$ cat src/rtl/assert_macros.svh
// assertion macros shared by the button press classifier rtl
// expects clk_i and rst_ni in the scope of each use
`ifndef ASSERT_MACROS_SVH
`define ASSERT_MACROS_SVH
`ifndef SYNTH
`define BPC_ASSERT(lbl, prop) \
  lbl: assert property (@(posedge clk_i) disable iff (!rst_ni) (prop)) \
    else $error("bpc assertion failed");
`define BPC_ASSERT_NEVER(lbl, cond) \
  lbl: assert property (@(posedge clk_i) disable iff (!rst_ni) !(cond)) \
    else $error("bpc forbidden condition");
`else
`define BPC_ASSERT(lbl, prop)
`define BPC_ASSERT_NEVER(lbl, cond)
`endif
`endif

$ cat src/rtl/bpc_pkg.sv
// types and constants of the button press classifier
// no dependencies
`default_nettype none

package bpc_pkg;

  localparam int unsigned TIME_W   = 16;
  localparam int unsigned TAP_W    = 8;
  localparam int unsigned ACTION_W = 3;
  localparam int unsigned CFG_IDX_W = 3;
  localparam int unsigned CFG_DATA_W = 16;

  localparam logic [TAP_W-1:0] TAP_MAX     = 8'd255;
  localparam logic [TAP_W-1:0] DOUBLE_TAPS = 8'd2;

  localparam logic              RST_MULTI_MODE    = 1'b1;
  localparam logic              RST_PRESSED_LEVEL = 1'b0;
  localparam logic [TIME_W-1:0] RST_DEBOUNCE_TIME = 16'd50;
  localparam logic [TIME_W-1:0] RST_SHORT_TIME    = 16'd200;
  localparam logic [TIME_W-1:0] RST_LONG_TIME     = 16'd1000;
  localparam logic [TIME_W-1:0] RST_MAX_HOLD_TIME = 16'd2000;

  typedef enum logic [ACTION_W-1:0] {
    ACT_NONE   = 3'd0,
    ACT_PRESS  = 3'd1,
    ACT_SHORT  = 3'd2,
    ACT_LONG   = 3'd3,
    ACT_DOUBLE = 3'd4
  } action_e;

  typedef enum logic [CFG_IDX_W-1:0] {
    REG_MULTI_MODE    = 3'd0,
    REG_PRESSED_LEVEL = 3'd1,
    REG_DEBOUNCE_TIME = 3'd2,
    REG_SHORT_TIME    = 3'd3,
    REG_LONG_TIME     = 3'd4,
    REG_MAX_HOLD_TIME = 3'd5
  } reg_idx_e;

  typedef struct packed {
    logic              multi_mode;
    logic              pressed_level;
    logic [TIME_W-1:0] debounce_time;
    logic [TIME_W-1:0] short_time;
    logic [TIME_W-1:0] long_time;
    logic [TIME_W-1:0] max_hold_time;
  } cfg_t;

endpackage

`default_nettype wire

$ cat src/rtl/bpc_in_if.sv
// input tick channel of the button press classifier
// depends on bpc_pkg
`default_nettype none

interface bpc_in_if;
  import bpc_pkg::*;

  logic              valid;
  logic              ready;
  logic              pin_level;
  logic [TIME_W-1:0] elapsed;

  modport source (output valid, output pin_level, output elapsed, input ready);
  modport sink (input valid, input pin_level, input elapsed, output ready);
endinterface

`default_nettype wire

$ cat src/rtl/bpc_out_if.sv
// result channel of the button press classifier
// depends on bpc_pkg
`default_nettype none

interface bpc_out_if;
  import bpc_pkg::*;

  logic                valid;
  logic                ready;
  logic [ACTION_W-1:0] action;

  modport source (output valid, output action, input ready);
  modport sink (input valid, input action, output ready);
endinterface

`default_nettype wire

$ cat src/rtl/bpc_cfg_if.sv
// register write channel of the button press classifier
// depends on bpc_pkg
`default_nettype none

interface bpc_cfg_if;
  import bpc_pkg::*;

  logic                  valid;
  logic                  ready;
  logic [CFG_IDX_W-1:0]  index;
  logic [CFG_DATA_W-1:0] data;

  modport source (output valid, output index, output data, input ready);
  modport sink (input valid, input index, input data, output ready);
endinterface

`default_nettype wire

$ cat src/rtl/button_press_classifier.sv
// Button press classifier: takes one tick beat per clock cycle carrying the
// sampled pin level and the elapsed time, and returns exactly one action beat
// per tick (none, press, short, long or double press). Ticks are taken every
// cycle while results drain; a result passes the tick register and then the
// result register, and a result-side stall can hold it between them. Held
// time, press flag and tap count are updated from the tick register, which
// sets the rate of one tick per cycle while results drain. Registers reset
// to multi mode, pressed level 0, debounce 50, short 200, long 1000 and hold
// ceiling 2000, and should be written only while no tick is in flight.
// depends on bpc_pkg, the channel interfaces, bpc_cfg_regs and bpc_core
`default_nettype none

module button_press_classifier (
  input  wire logic clk_i,
  input  wire logic rst_ni,
  bpc_cfg_if.sink   cfg_i,
  bpc_in_if.sink    in_i,
  bpc_out_if.source out_o
);
  import bpc_pkg::*;

  cfg_t cfg_regs;

  bpc_cfg_regs u_cfg_regs (
    .clk_i      (clk_i),
    .rst_ni     (rst_ni),
    .cfg_i      (cfg_i),
    .cfg_regs_o (cfg_regs)
  );

  bpc_core u_core (
    .clk_i      (clk_i),
    .rst_ni     (rst_ni),
    .cfg_regs_i (cfg_regs),
    .in_i       (in_i),
    .out_o      (out_o)
  );

endmodule

`default_nettype wire

$ cat src/rtl/bpc_cfg_regs.sv
// configuration registers of the button press classifier
// depends on bpc_pkg and bpc_cfg_if
`default_nettype none

module bpc_cfg_regs (
  input  wire logic         clk_i,
  input  wire logic         rst_ni,
  bpc_cfg_if.sink           cfg_i,
  output bpc_pkg::cfg_t     cfg_regs_o
);
  import bpc_pkg::*;

  cfg_t     regs_q;
  cfg_t     regs_d;
  reg_idx_e idx;

  assign cfg_i.ready = 1'b1;
  assign idx         = reg_idx_e'(cfg_i.index);
  assign cfg_regs_o  = regs_q;

  always_comb begin
    regs_d = regs_q;
    case (idx)
      REG_MULTI_MODE:    regs_d.multi_mode    = cfg_i.data[0];
      REG_PRESSED_LEVEL: regs_d.pressed_level = cfg_i.data[0];
      REG_DEBOUNCE_TIME: regs_d.debounce_time = cfg_i.data[TIME_W-1:0];
      REG_SHORT_TIME:    regs_d.short_time    = cfg_i.data[TIME_W-1:0];
      REG_LONG_TIME:     regs_d.long_time     = cfg_i.data[TIME_W-1:0];
      REG_MAX_HOLD_TIME: regs_d.max_hold_time = cfg_i.data[TIME_W-1:0];
      default:           regs_d = regs_q;
    endcase
  end

  always_ff @(posedge clk_i or negedge rst_ni) begin
    if (!rst_ni) begin
      regs_q.multi_mode    <= RST_MULTI_MODE;
      regs_q.pressed_level <= RST_PRESSED_LEVEL;
      regs_q.debounce_time <= RST_DEBOUNCE_TIME;
      regs_q.short_time    <= RST_SHORT_TIME;
      regs_q.long_time     <= RST_LONG_TIME;
      regs_q.max_hold_time <= RST_MAX_HOLD_TIME;
    end else if (cfg_i.valid && cfg_i.ready) begin
      regs_q <= regs_d;
    end
  end

endmodule

`default_nettype wire

$ cat src/rtl/bpc_core.sv
// tick register, press state update and result register of the classifier
// depends on bpc_pkg, bpc_in_if, bpc_out_if and assert_macros.svh
`default_nettype none
`include "assert_macros.svh"

module bpc_core (
  input  wire logic          clk_i,
  input  wire logic          rst_ni,
  input  wire bpc_pkg::cfg_t cfg_regs_i,
  bpc_in_if.sink             in_i,
  bpc_out_if.source          out_o
);
  import bpc_pkg::*;

  // input stage
  logic              in_vld_q;
  logic              pin_q;
  logic [TIME_W-1:0] elapsed_q;

  // result stage
  logic              out_vld_q;
  action_e           action_q;

  // press state
  logic              press_q;
  logic              press_d;
  logic [TIME_W-1:0] held_q;
  logic [TIME_W-1:0] held_d;
  logic [TAP_W-1:0]  tap_q;
  logic [TAP_W-1:0]  tap_d;
  action_e           action_d;

  logic              advance;
  logic              pressed;
  logic [TIME_W:0]   sum;
  logic [TIME_W-1:0] held_sum;

  assign advance     = in_vld_q && (!out_vld_q || out_o.ready);
  assign in_i.ready  = !in_vld_q || advance;
  assign out_o.valid = out_vld_q;
  assign out_o.action = action_q;

  assign pressed  = (pin_q == cfg_regs_i.pressed_level);
  assign sum      = {1'b0, held_q} + {1'b0, elapsed_q};
  assign held_sum = (sum >= {1'b0, cfg_regs_i.max_hold_time}) ?
                    cfg_regs_i.max_hold_time : sum[TIME_W-1:0];

  always_comb begin
    held_d   = held_q;
    press_d  = press_q;
    tap_d    = tap_q;
    action_d = ACT_NONE;
    if (pressed) begin
      held_d = held_sum;
      if (held_sum >= cfg_regs_i.debounce_time && !press_q) begin
        action_d = ACT_PRESS;
        press_d  = 1'b1;
        if (cfg_regs_i.multi_mode && tap_q != TAP_MAX) begin
          tap_d = tap_q + TAP_W'(1);
        end
      end
    end else begin
      if (cfg_regs_i.multi_mode) begin
        if (held_q >= cfg_regs_i.long_time) begin
          action_d = ACT_LONG;
          tap_d    = '0;
        end else if (held_q >= cfg_regs_i.short_time) begin
          action_d = ACT_SHORT;
          tap_d    = '0;
        end else if (tap_q == DOUBLE_TAPS) begin
          action_d = ACT_DOUBLE;
          tap_d    = '0;
        end
      end else if (held_q >= cfg_regs_i.short_time) begin
        action_d = ACT_SHORT;
      end
      held_d  = '0;
      press_d = 1'b0;
    end
  end

  always_ff @(posedge clk_i or negedge rst_ni) begin
    if (!rst_ni) begin
      in_vld_q  <= 1'b0;
      out_vld_q <= 1'b0;
      held_q    <= '0;
      press_q   <= 1'b0;
      tap_q     <= '0;
    end else begin
      if (in_i.valid && in_i.ready) begin
        in_vld_q <= 1'b1;
      end else if (advance) begin
        in_vld_q <= 1'b0;
      end
      if (advance) begin
        out_vld_q <= 1'b1;
        held_q    <= held_d;
        press_q   <= press_d;
        tap_q     <= tap_d;
      end else if (out_o.ready) begin
        out_vld_q <= 1'b0;
      end
    end
  end

  // payload, no reset
  always_ff @(posedge clk_i) begin
    if (in_i.valid && in_i.ready) begin
      pin_q     <= in_i.pin_level;
      elapsed_q <= in_i.elapsed;
    end
    if (advance) begin
      action_q <= action_d;
    end
  end

  `BPC_ASSERT(a_release_clears, (advance && !pressed) |=> (held_q == '0 && !press_q))
  `BPC_ASSERT(a_press_flagged, (out_vld_q && action_q == ACT_PRESS) |-> press_q)
  `BPC_ASSERT(a_tap_only_on_beat, !$past(advance) |-> $stable(tap_q))
  `BPC_ASSERT_NEVER(a_two_taps_on_press, advance && pressed && (tap_d - tap_q) > TAP_W'(1))

endmodule

`default_nettype wire

$ cat src/flat_wrapper.sv
// flat-port wrapper written by rule: the top's interface ports become plain ports
module button_press_classifier_flat import bpc_pkg::*;
  (clk_i, rst_ni, cfg_i_valid, cfg_i_index, cfg_i_data, cfg_i_ready, in_i_valid, in_i_pin_level, in_i_elapsed, in_i_ready, out_o_valid, out_o_action, out_o_ready);
  bpc_cfg_if cfg_i_i ();
  bpc_in_if in_i_i ();
  bpc_out_if out_o_i ();
  input  wire logic clk_i;
  input  wire logic rst_ni;
  input wire logic [$bits(cfg_i_i.valid)-1:0] cfg_i_valid;
  input wire logic [$bits(cfg_i_i.index)-1:0] cfg_i_index;
  input wire logic [$bits(cfg_i_i.data)-1:0] cfg_i_data;
  output wire logic [$bits(cfg_i_i.ready)-1:0] cfg_i_ready;
  input wire logic [$bits(in_i_i.valid)-1:0] in_i_valid;
  input wire logic [$bits(in_i_i.pin_level)-1:0] in_i_pin_level;
  input wire logic [$bits(in_i_i.elapsed)-1:0] in_i_elapsed;
  output wire logic [$bits(in_i_i.ready)-1:0] in_i_ready;
  output wire logic [$bits(out_o_i.valid)-1:0] out_o_valid;
  output wire logic [$bits(out_o_i.action)-1:0] out_o_action;
  input wire logic [$bits(out_o_i.ready)-1:0] out_o_ready;
  assign cfg_i_i.valid = cfg_i_valid;
  assign cfg_i_i.index = cfg_i_index;
  assign cfg_i_i.data = cfg_i_data;
  assign cfg_i_ready = cfg_i_i.ready;
  assign in_i_i.valid = in_i_valid;
  assign in_i_i.pin_level = in_i_pin_level;
  assign in_i_i.elapsed = in_i_elapsed;
  assign in_i_ready = in_i_i.ready;
  assign out_o_valid = out_o_i.valid;
  assign out_o_action = out_o_i.action;
  assign out_o_i.ready = out_o_ready;
  button_press_classifier u_core (.clk_i(clk_i), .rst_ni(rst_ni), .cfg_i(cfg_i_i), .in_i(in_i_i), .out_o(out_o_i));
endmodule
$ cat config.mk
export PLATFORM = sky130hd
export DESIGN_NAME = button_press_classifier_flat
export DESIGN_NICKNAME = d
export VERILOG_FILES = /design/src/rtl/bpc_pkg.sv /design/src/rtl/bpc_in_if.sv /design/src/rtl/bpc_out_if.sv /design/src/rtl/bpc_cfg_if.sv /design/src/rtl/button_press_classifier.sv /design/src/rtl/bpc_cfg_regs.sv /design/src/rtl/bpc_core.sv /design/src/flat_wrapper.sv
export VERILOG_INCLUDE_DIRS = /design/src /design/src/rtl
export SDC_FILE = /design/constraint.sdc
export NUM_CORES = 1
export LEC_CHECK = 0
export ABC_CLOCK_PERIOD_IN_PS = 6820
export BUFFER_PORTS_ARGS = -buffer_cell sky130_fd_sc_hd__buf_4
export CAP_MARGIN = 20
export CORE_AREA = 4 4 147 177
export DETAILED_ROUTE_END_ITERATION = 10
export DIE_AREA = 0 0 151 181
export GPL_TIMING_DRIVEN = 1
export HOLD_SLACK_MARGIN = 0.1
export PLACE_DENSITY_LB_ADDON = 0.3
export SYNTH_ARGS = -nofsm -noshare
export SYNTH_HDL_FRONTEND = slang
export SYNTH_SLANG_ARGS = --single-unit
export TNS_END_PERCENT = 5
$ cat constraint.sdc
create_clock -name clk_i -period 6.82 [get_ports clk_i]
set_clock_uncertainty 0.05 [all_clocks]
set_input_delay 1.023 -clock clk_i [delete_from_list [all_inputs] [get_ports clk_i]]
set_output_delay 1.023 -clock clk_i [all_outputs]
set_load 0.03 [all_outputs]
==> results.cfg, run 1 <==
[critical_path]
critical_path.max_fanout = 15
r2r_setup_slack_ns = 0.67
ff2ff_path_depth = 23
critPathLaunch = u_core.u_core.held_q[0]
r2r-end = u_core.u_core.tap_q[7]
end_kind = flip-flop
regToRegStartpoint = u_core.u_core.held_q[0]
critPathCapture = u_core.u_core.tap_q[7]
arrival_ns = 6.41
crit_required_ns = 7.08
setup.worst_path.class = flip-flop to flip-flop
critPathLaunchType = flip-flop

[cells_and_area]
area.growth.synth_to_final_pct = 18.8
final_area_sq_um = 8510
seqCellArea_sq_um = 2950
num_antenna_cells = 0
drive_gt1_share_pct = 18.8
n_fill_cell = 2534
multi_input_area_sq_um = 3830
finalNetCount = 914

[yosys]
synthArstFlopShare_pct = 82.3
synth_mux_area_share_pct = 5.64
syn_nets = 865
synth_common_cells = 82 x ha_1, 77 x nand2_1, 76 x inv_1
synth_top_family_by_area = compound AO/OA/AOI/OAI gates
synth_ff_type = dfrtp_1
yosys.area_share.simple_pct = 14.9
yosysWarnings = 0
synth_edf_count = 20
synth-compound-area-share_pct = 16.8
yosysUniqueCellTypes = 65
ys_seq_area_share_pct = 41.2
syn_area_per_cell_sq_um = 9.67
synthXorXnorAreaFrac_pct = 1.10
yosysTopAreaCellShare_pct = 25.8
syn_area_sq_um = 7160
ys_ff_latch = 113
ys_top_cells_by_area = dfrtp_1 26%, ha_1 14%, edfxtp_1 8.4%
synth_largest_area_cell = dfrtp_1
syn_inst = 741
synth_most_common_cell = ha_1
synth_adder_area_share_pct = 14.6

[drt]
drc = 0
routedWlPerCell_um = 16.8
vias = 5577
drt_iter0_drc = 277
viasPerCell = 4.94
drt_pass1_iterations = 4
antenna_left = 0
totalWireLength_mm = 19.0

[sta]
fmax_mhz = 163
period_minus_slack_ns = 6.15
rsz0062_at_grt = false
setup_tns_ns = 0
slew_violations = 0
maxSlewHeadroom_pct = 35.6
whs_ns = 0.447
setup_viol = 0
finalCritPeriodShare_pct = 90.2
finalHoldViolCount = 0
worst_pin_slew_ns = 0.964

[clock_network]
ctsResizeCount = 0
tritoncts = built
clk_pin_slew_ns = 0.06
htreeDepth = 4
post-cts-setup-buffer-count = 0
clkLatencyLatePin_ns = 0.42
cts_num_sinks = 113
hold_buffers = 0
cts_buffers = 17
cts_buffer_depth = 2
root_buffer = clkbuf_16

[job]
maxCapViolations = 0

[power_and_ir_drop]
p_int_uw = 2360
seqPwrFrac_pct = 25.3
p_sw_uw = 1740
peakVddDrop_uv = 183
combPwrFrac_pct = 51.5
pwr-share-clk_pct = 23.2
p_per_area_nw_per_um2 = 481
leakage_uw = 0.00383
swShare_pct = 42.4

[hold_path]
hp-class = input port to async pin

[place]
place_area_sq_um = 7880
io_buffers = 45
gp_congestion = 0.847
dp_hpwl_mm = 14.4

[die]
core-area_sq_um = 24400
placementRows = 63
die_height_um = 181
die_area_sq_um = 27300
start_util_pct = 29.3
pin_count = 47
die-width_um = 151

[global_routing]
grt_pass1_wl_mm = 30.6
antenna_found_initial = 0
grt_max_degree = 73
grt_pass1_vias = 5564
grt_overflow = 0
track_usage_pct = 14.5

[outcome]
run_status = complete, no violations
-- state kept, by name, indices dropped and copies added (netlist names) --
| name | cells |
|---|---|
| u_core.u_core.in_vld_q | 1 |
| u_core.u_core.pin_q | 1 |
| u_core.u_core.held_q | 16 |
| u_core.u_core.press_q | 1 |
| u_core.u_core.out_o.valid | 1 |
| u_core.u_core.elapsed_q | 16 |
| u_core.u_core.out_o.action | 3 |
| u_core.u_core.tap_q | 8 |
| u_core.u_cfg_regs.cfg_regs_o | 66 |
-- how the worst min path moves through the flow --
| stage | slack (ns) | cells past startpoint | to | start |
|---|---|---|---|---|
| 2_1_floorplan | 0.41 | 1 | u_core.u_core.out_o.valid | u_core.u_core.in_vld_q |
| 3_3_place_gp | 0.42 | 1 | u_core.u_core.out_o.valid | u_core.u_core.in_vld_q |
| 3_5_place_dp | 0.44 | 1 | u_core.u_core.out_o.valid | u_core.u_core.in_vld_q |
| 4_1_cts | 0.45 | 1 | u_core.u_core.tap_q[4] | rst_ni |
| 5_1_grt | 0.46 | 1 | u_core.u_cfg_regs.cfg_regs_o[27] | rst_ni |
| 6_report | 0.45 | 1 | u_core.u_cfg_regs.cfg_regs_o[59] | rst_ni |
-- cell families (layout without fill, tap and decap cells) --
logic type | count (synthesis) | in the layout
compound gates | 181 | 181
xor+xnor | 9 | 9
fa+ha+maj | 83 | 83
buf+inv | 101 | 163
flops | 113 | 113
mux | 36 | 36
other cells | 1 | 1
simple gates | 217 | 217
-- per-layer routing --
metal	vias up	share of wire [%]	GRT usage [%]
met5	-	0	0
met4	0	2.4	5.88
met3	33	3.0	2.46
met2	104	51	24.7
met1	2655	43	17.9
li1	2785	-	-
-- final cells by class --
cell class / count / share of cell area (%)
Multi-Input combinational cell: 527 / 45.0
Tap cell: 325 / 4.78
Clock inverter: 8 / 1.44
Timing Repair Buffer: 55 / 4.85
Sequential cell: 113 / 34.7
Inverter: 76 / 3.35
Clock buffer: 24 / 5.91
-- power groups by stage --
stage / Clock, uW / Sequential [uW] / Combinational (uW)
detailed placement: 0 / 1050 / 2090
floorplan: 0 / 983 / 1580
global placement: 0 / 1040 / 2090
CTS: 965 / 1040 / 2110
finish: 949 / 1040 / 2110
global route: 1000 / 1060 / 2410
-- layout by cell type, fill, tap and decap left out, drive strengths merged, types with 8 or more instances in the layout --
cell type,n
ha,82
nand2,77
inv,77
dfrtp,74
o21ai,66
buf,55
mux2,35
nand3,32
a21oi,30
nor2,30
clkbuf,24
edfxtp,20
dfstp,19
nand4,18
o311ai,14
and3,13
a21o,12
nor2b,9
nand2b,8
o21a,8
o211ai,8
-- critical path, cell delays in order (launching register included) --
cell,delay [ns]
dfrtp_1,0.35
ha_1,0.19
inv_1,0.06
fa_1,0.40
nor2b_1,0.16
o31a_1,0.19
o31a_1,0.20
o21a_2,0.24
xor2_1,0.28
ha_1,0.31
a21oi_1,0.12
o21ai_0,0.11
a2111oi_0,0.39
a21oi_1,0.21
o31a_1,0.33
nor2_4,0.19
o21ai_0,0.12
ha_1,0.29
a2111oi_0,0.46
o221ai_1,0.19
and2_1,0.21
o211ai_2,0.55
o21ai_0,0.18
a211o_1,0.24
-- per-stage QoR --
step	worst slack (ns)	utilization [%]	cells	total power, uW
after CTS	0.681	34.8	1127	4120
after global placement	0.813	32.2	1095	3130
after global routing	0.142	34.8	1128	4470
after detailed placement	0.752	32.2	1095	3140
after floorplan	1.47	-	741	2560
final	0.668	34.8	1128	4090
No activity file was read; power rests on OpenSTA's default activity.
==> inputs of run 2 (changes only) <==
--- a/config.mk
+++ b/config.mk
@@ -6,6 +6,7 @@
 export SDC_FILE = /design/constraint.sdc
 export NUM_CORES = 1
 export LEC_CHECK = 0
+export ABC_AREA = 1
 export ABC_CLOCK_PERIOD_IN_PS = 6820
 export BUFFER_PORTS_ARGS = -buffer_cell sky130_fd_sc_hd__buf_4
 export CAP_MARGIN = 20
==> results.cfg, run 2 <==
[clock_network]
cts_buffers = 17
root_buffer = clkbuf_16
clk_pin_slew_ns = 0.06
tritoncts = built
cts_num_sinks = 113
ctsResizeCount = 0
htreeDepth = 4
hold_buffers = 0
clkLatencyLatePin_ns = 0.42
cts_buffer_depth = 2
post-cts-setup-buffer-count = 0

[sta]
finalCritPeriodShare_pct = 84.8
maxSlewHeadroom_pct = 35.2
period_minus_slack_ns = 5.78
setup_tns_ns = 0
worst_pin_slew_ns = 0.970
rsz0062_at_grt = false
fmax_mhz = 173
finalHoldViolCount = 0
slew_violations = 0
setup_viol = 0

[cells_and_area]
drive_gt1_share_pct = 11.5
num_antenna_cells = 0
final_common_cell = nand2_1
largest_reg_flops = 66
area.growth.synth_to_final_pct = 18.6
final_area_sq_um = 8520
final_cell_mix = 226 x nand2_1, 153 x inv_1, 84 x o21ai_0, 82 x ha_1, 74 x dfrtp_1
finalNetCount = 1079
final_core_util_pct = 34.9

[drt]
viasPerCell = 4.52
vias = 5840
drt_pass1_iterations = 6
totalWireLength_mm = 18.1
drt_iter0_drc = 327
drc = 0
routedWlPerCell_um = 14.0
antenna_left = 0

[power_and_ir_drop]
total_power_uw = 4030
p_sw_uw = 1790
p_int_uw = 2240
swShare_pct = 44.5
peakVddDrop_uv = 170
leakage_uw = 0.00438
p_per_area_nw_per_um2 = 473
pwr-share-clk_pct = 22.4
combPwrFrac_pct = 52.5
seqPwrFrac_pct = 25.1

[yosys]
synth_largest_area_cell = dfrtp_1
yosysWarnings = 0
yosysTopAreaCellShare_pct = 25.8
synth_ff_type = dfrtp_1
synth_edf_count = 20
synth_most_common_cell = nand2_1
ys_seq_area_share_pct = 41.1
synth_common_cells = 226 x nand2_1, 153 x inv_1, 84 x o21ai_0
ys_ff_latch = 113
syn_inst = 907
synthArstFlopShare_pct = 82.3
syn_area_sq_um = 7190
syn_area_per_cell_sq_um = 7.92
ys_top_cells_by_area = dfrtp_1 26%, ha_1 14%, nand2_1 12%
yosysUniqueCellTypes = 38
syn_nets = 1031

[global_routing]
track_usage_pct = 13.8
grt_overflow = 0
antenna_found_initial = 0
grt_max_degree = 65
grt_pass1_wl_mm = 29.4
grt_pass1_vias = 5811

[die]
die_area_sq_um = 27300
die_height_um = 181
core-area_sq_um = 24400
start_util_pct = 29.4
pin_count = 47
die-width_um = 151
placementRows = 63

[critical_path]
critPathLaunch = u_core.u_core.held_q[0]
arrival_ns = 6.03
max_stage_delay_ns = 0.60
r2r-end = u_core.u_core.tap_q[5]
critical_path.max_fanout = 17
end_kind = flip-flop
ff2ff_path_depth = 35
cp_slowest_cell = a21oi_1
crit_required_ns = 7.06
regToRegStartpoint = u_core.u_core.held_q[0]
r2r_setup_slack_ns = 1.04
critPathCapture = u_core.u_core.tap_q[5]
critPathLaunchType = flip-flop
setup.worst_path.class = flip-flop to flip-flop
crit_top_cell = nand2_1

[place]
gp_congestion = 0.838
io_buffers = 45
dp_hpwl_mm = 14.1
place_area_sq_um = 7850

[outcome]
run_status = complete, no violations

[hold_path]
hp-class = flip-flop to flip-flop

[job]
maxCapViolations = 0
==> run 2: cell count changes after synthesis, moves of 10 or more <==
cell,before,now
mux2_2,35,0
inv_1,76,153
nand3_1,32,66
o311ai_0,10,0
nand2_1,77,226
nand4_1,18,7
and2_1,5,15
a21oi_1,30,46
and3_1,13,0
o21ai_0,66,84
a21o_1,12,0
==> run 2: cells by family after synthesis <==
| logic type | share of synthesized area [%] |
|---|---|
| adder cells (fa/ha/maj) | 14.6 |
| XOR/XNOR | 2.07 |
| flip-flops | 41.1 |
| AND/OR/NAND/NOR | 22.3 |
| other | 0.0522 |
| buffers and inverters | 9.45 |
| AO/OA/AOI/OAI | 10.5 |
==> run 2: power by group through the flow <==
stage	Clock, uW	Combinational (uW)	Sequential, uW
finish	904	2120	1010
detailed placement	0	2110	1030
CTS	920	2130	1020
floorplan	0	1660	964
global route	956	2480	1030
global placement	0	2090	1020
==> run 2: worst min-delay path by stage <==
stage,from,to,slack (ns),cells past startpoint
final,u_core.u_cfg_regs.cfg_regs_o[30],u_core.u_cfg_regs.cfg_regs_o[30],0.43,2
after global routing,u_core.u_cfg_regs.cfg_regs_o[30],u_core.u_cfg_regs.cfg_regs_o[30],0.46,2
after CTS,u_core.u_cfg_regs.cfg_regs_o[33],u_core.u_cfg_regs.cfg_regs_o[33],0.44,2
after detailed placement,u_core.u_cfg_regs.cfg_regs_o[30],u_core.u_cfg_regs.cfg_regs_o[30],0.42,2
after global placement,u_core.u_core.tap_q[5],u_core.u_core.tap_q[5],0.41,2
after floorplan,u_core.u_core.tap_q[5],u_core.u_core.tap_q[5],0.39,2
==> run 2: cell type report <==
| class | count | area [sq um] |
|---|---|---|
| Inverter | 154 | 578 |
| Tap cell | 325 | 407 |
| Timing Repair Buffer | 50 | 427 |
| Sequential cell | 113 | 2950 |
| Multi-Input combinational cell | 619 | 3560 |
| Clock inverter | 9 | 93.8 |
| Clock buffer | 23 | 512 |
| Fill cell | 2565 | 15900 |
==> run 2: layer usage <==
layer  wire length [um]  part of all wire, %  global-route usage [%]  vias to the layer above
li1                   -                    -                       -                     3020
met1               7420                   41                    15.7                     2722
met2               9960                   55                    25.8                       78
met3                418                  2.3                    2.38                       20
met4                332                  1.8                    4.39                        0
met5                  0                    0                       0                        -
==> run 2: worst max-delay path: cells and delay by family, from the launching register on <==
kind	cells	cell delay [ns]
AO/OA/AOI/OAI	2	0.76
AND/OR/NAND/NOR	24	2.82
XOR/XNOR	1	0.15
buffers and inverters	4	0.27
flip-flops	1	0.39
adder cells (fa/ha/maj)	4	1.23
==> run 2: stage by stage <==
step	setup WS, ns	hold slack (ns)	cells
2_1_floorplan	2.49	0.392	907
3_3_place_gp	1.16	0.409	1257
3_5_place_dp	1.09	0.424	1258
4_1_cts	1.05	0.438	1290
5_1_grt	0.496	0.457	1293
6_report	1.04	0.434	1293
==> inputs of run 3 (changes only) <==
--- a/config.mk
+++ b/config.mk
@@ -7,7 +7,7 @@
 export NUM_CORES = 1
 export LEC_CHECK = 0
 export ABC_AREA = 1
-export ABC_CLOCK_PERIOD_IN_PS = 6820
+export ABC_CLOCK_PERIOD_IN_PS = 4900
 export BUFFER_PORTS_ARGS = -buffer_cell sky130_fd_sc_hd__buf_4
 export CAP_MARGIN = 20
 export CORE_AREA = 4 4 147 177
==> constraint.sdc (replaced) <==
create_clock -name clk_i -period 4.9 [get_ports clk_i]
set_clock_uncertainty 0.05 [all_clocks]
set_input_delay 0.735 -clock clk_i [delete_from_list [all_inputs] [get_ports clk_i]]
set_output_delay 0.735 -clock clk_i [all_outputs]
set_load 0.03 [all_outputs]
==> results.cfg, run 3 (same netlist as run 2, synthesis figures left out) <==
[power_and_ir_drop]
p_int_uw = 3930
p_per_area_nw_per_um2 = 758
peakVddDrop_uv = 338
leakage_uw = 0.00462
p_sw_uw = 3120
swShare_pct = 44.2
pwr-share-clk_pct = 18.0
seqPwrFrac_pct = 19.5
combPwrFrac_pct = 62.4

[global_routing]
grt_pass1_vias = 5796
track_usage_pct = 13.8
grt_pass1_wl_mm = 29.3
grt_overflow = 0
grt_max_degree = 66
antenna_found_initial = 0

[clock_network]
htreeDepth = 4
tritoncts = built
cts_num_sinks = 113
clk_pin_slew_ns = 0.06
cts_buffer_depth = 2
root_buffer = clkbuf_16
clkLatencyLatePin_ns = 0.43
cts_buffers = 17
hold_buffers = 0

[drt]
routedWlPerCell_um = 14.3
drc = 0
drt_pass1_iterations = 7
totalWireLength_mm = 18.9
vias = 5972
antenna_left = 0
drt_iter0_drc = 360
viasPerCell = 4.52

[place]
place_ws_ns = -0.0639
place_area_sq_um = 7940
gp_congestion = 0.826
io_buffers = 45
dp_hpwl_mm = 14.0

[sta]
rsz0062_at_grt = true
slew_violations = 0
fmax_mhz = 210
maxSlewHeadroom_pct = 34.0
finalCritPeriodShare_pct = 97.0
finalHoldViolCount = 0
worst_pin_slew_ns = 0.987
setup_tns_ns = 0
setup_viol = 0
period_minus_slack_ns = 4.75
timing.final.ws_setup_ns = 0.149

[die]
die_height_um = 181
start_util_pct = 29.4
pin_count = 47
die-width_um = 151
die_area_sq_um = 27300
core-area_sq_um = 24400
placementRows = 63

[job]
maxCapViolations = 0

[critical_path]
max_stage_delay_ns = 0.41
cp_num_buf_inv = 5
critical_path.max_fanout = 8
end_kind = flip-flop
cp_slowest_cell = dfrtp_1
path_delay_family = simple AND/OR/NAND/NOR gates
arrival_ns = 5.02
critPathLaunchType = flip-flop
crit_top_cell = nand2_2
crit_required_ns = 5.17
setup.worst_path.class = flip-flop to flip-flop

[cells_and_area]
largest_reg_flops = 66
final_area_sq_um = 9300
finalNetCount = 1108
final_cell_mix = 202 x nand2_1, 147 x inv_1, 79 x o21ai_0, 73 x dfrtp_1, 66 x buf_4
num_antenna_cells = 0
drive_gt1_share_pct = 23.9
final_common_cell = nand2_1
area.growth.synth_to_final_pct = 29.4

[hold_path]
hp-class = input port to async pin

[outcome]
run_status = complete, no violations
run 3: changes by cell type in the layout (fill, tap and decap cells not counted), moves of 16 or more:
cell,before,now
nand2_2,7,26
nand2_1,226,202
ha_4,0,16
buf_4,46,66
ha_1,82,63
run 3: worst paths after layout:
kind,start,endpoint,slack (ns),depth (start not counted)
worst min-delay path,rst_ni,u_core.u_core.out_o.valid,0.38,1
worst min register to register,u_core.u_core.tap_q[5],u_core.u_core.tap_q[5],0.42,2
worst max register to register,u_core.u_core.held_q[5],u_core.u_core.tap_q[6],0.15,32
worst max-delay path,u_core.u_core.held_q[5],u_core.u_core.tap_q[6],0.15,32
min in group clk_i,u_core.u_core.tap_q[5],u_core.u_core.tap_q[5],0.42,2
max in group asynchronous,rst_ni,u_core.u_cfg_regs.cfg_regs_o[6],3.43,2
run 3: power by group through the flow:
| stage | Clock [uW] | Sequential [uW] | Combinational, uW |
|---|---|---|---|
| global route | 1350 | 1400 | 4940 |
| global placement | 0 | 1390 | 3050 |
| CTS | 1300 | 1380 | 3140 |
| finish | 1270 | 1380 | 4400 |
| floorplan | 0 | 1340 | 2310 |
| detailed placement | 0 | 1390 | 3100 |
run 3: through the flow:
stage	hold slack (ns)	utilization, %	std cells	power [uW]
after floorplan	0.389	-	907	3650
after global placement	0.408	32.5	1270	4440
after detailed placement	0.412	32.5	1270	4490
after CTS	0.413	35.0	1303	5820
after global routing	0.417	38.1	1322	7680
final	0.379	38.1	1322	7050
run 3: worst reg2reg max path: cells and delay by family (launching register included):
family                     cells  cell delay, ns
AOI/OAI and AO/OA              3            0.56
adders and majority gates      3            0.90
xor gates and xnor gates       1            0.30
and+or+nand+nor               20            2.02
DFF                            1            0.41
buffers and inverters          5            0.41
run 3: routing by layer:
| metal | track usage [%] | wire, um | vias to the layer above |
|---|---|---|---|
| met3 | 2.83 | 465 | 28 |
| li1 | - | - | 3085 |
| met4 | 4.25 | 419 | 0 |
| met5 | 0 | 0 | - |
| met1 | 15.2 | 7560 | 2770 |
| met2 | 25.9 | 10400 | 89 |
run 3: cell type report:
type / instances / area [sq um]
flip-flops and latches: 113 / 2950
well taps: 325 / 407
multi-input cells: 621 / 4130
fillers: 2515 / 15100
clock inverters: 13 / 148
inverters: 154 / 578
clock buffers: 19 / 454
repair buffers: 77 / 634
run 3: timing repair:
item                                    in CTS  in global routing
pin swaps                                    0                 47
gates cloned                                 1                  2
endpoints found under the setup margin       9                 10
gates resized for setup                      3                128
buffers inserted                             0                 14
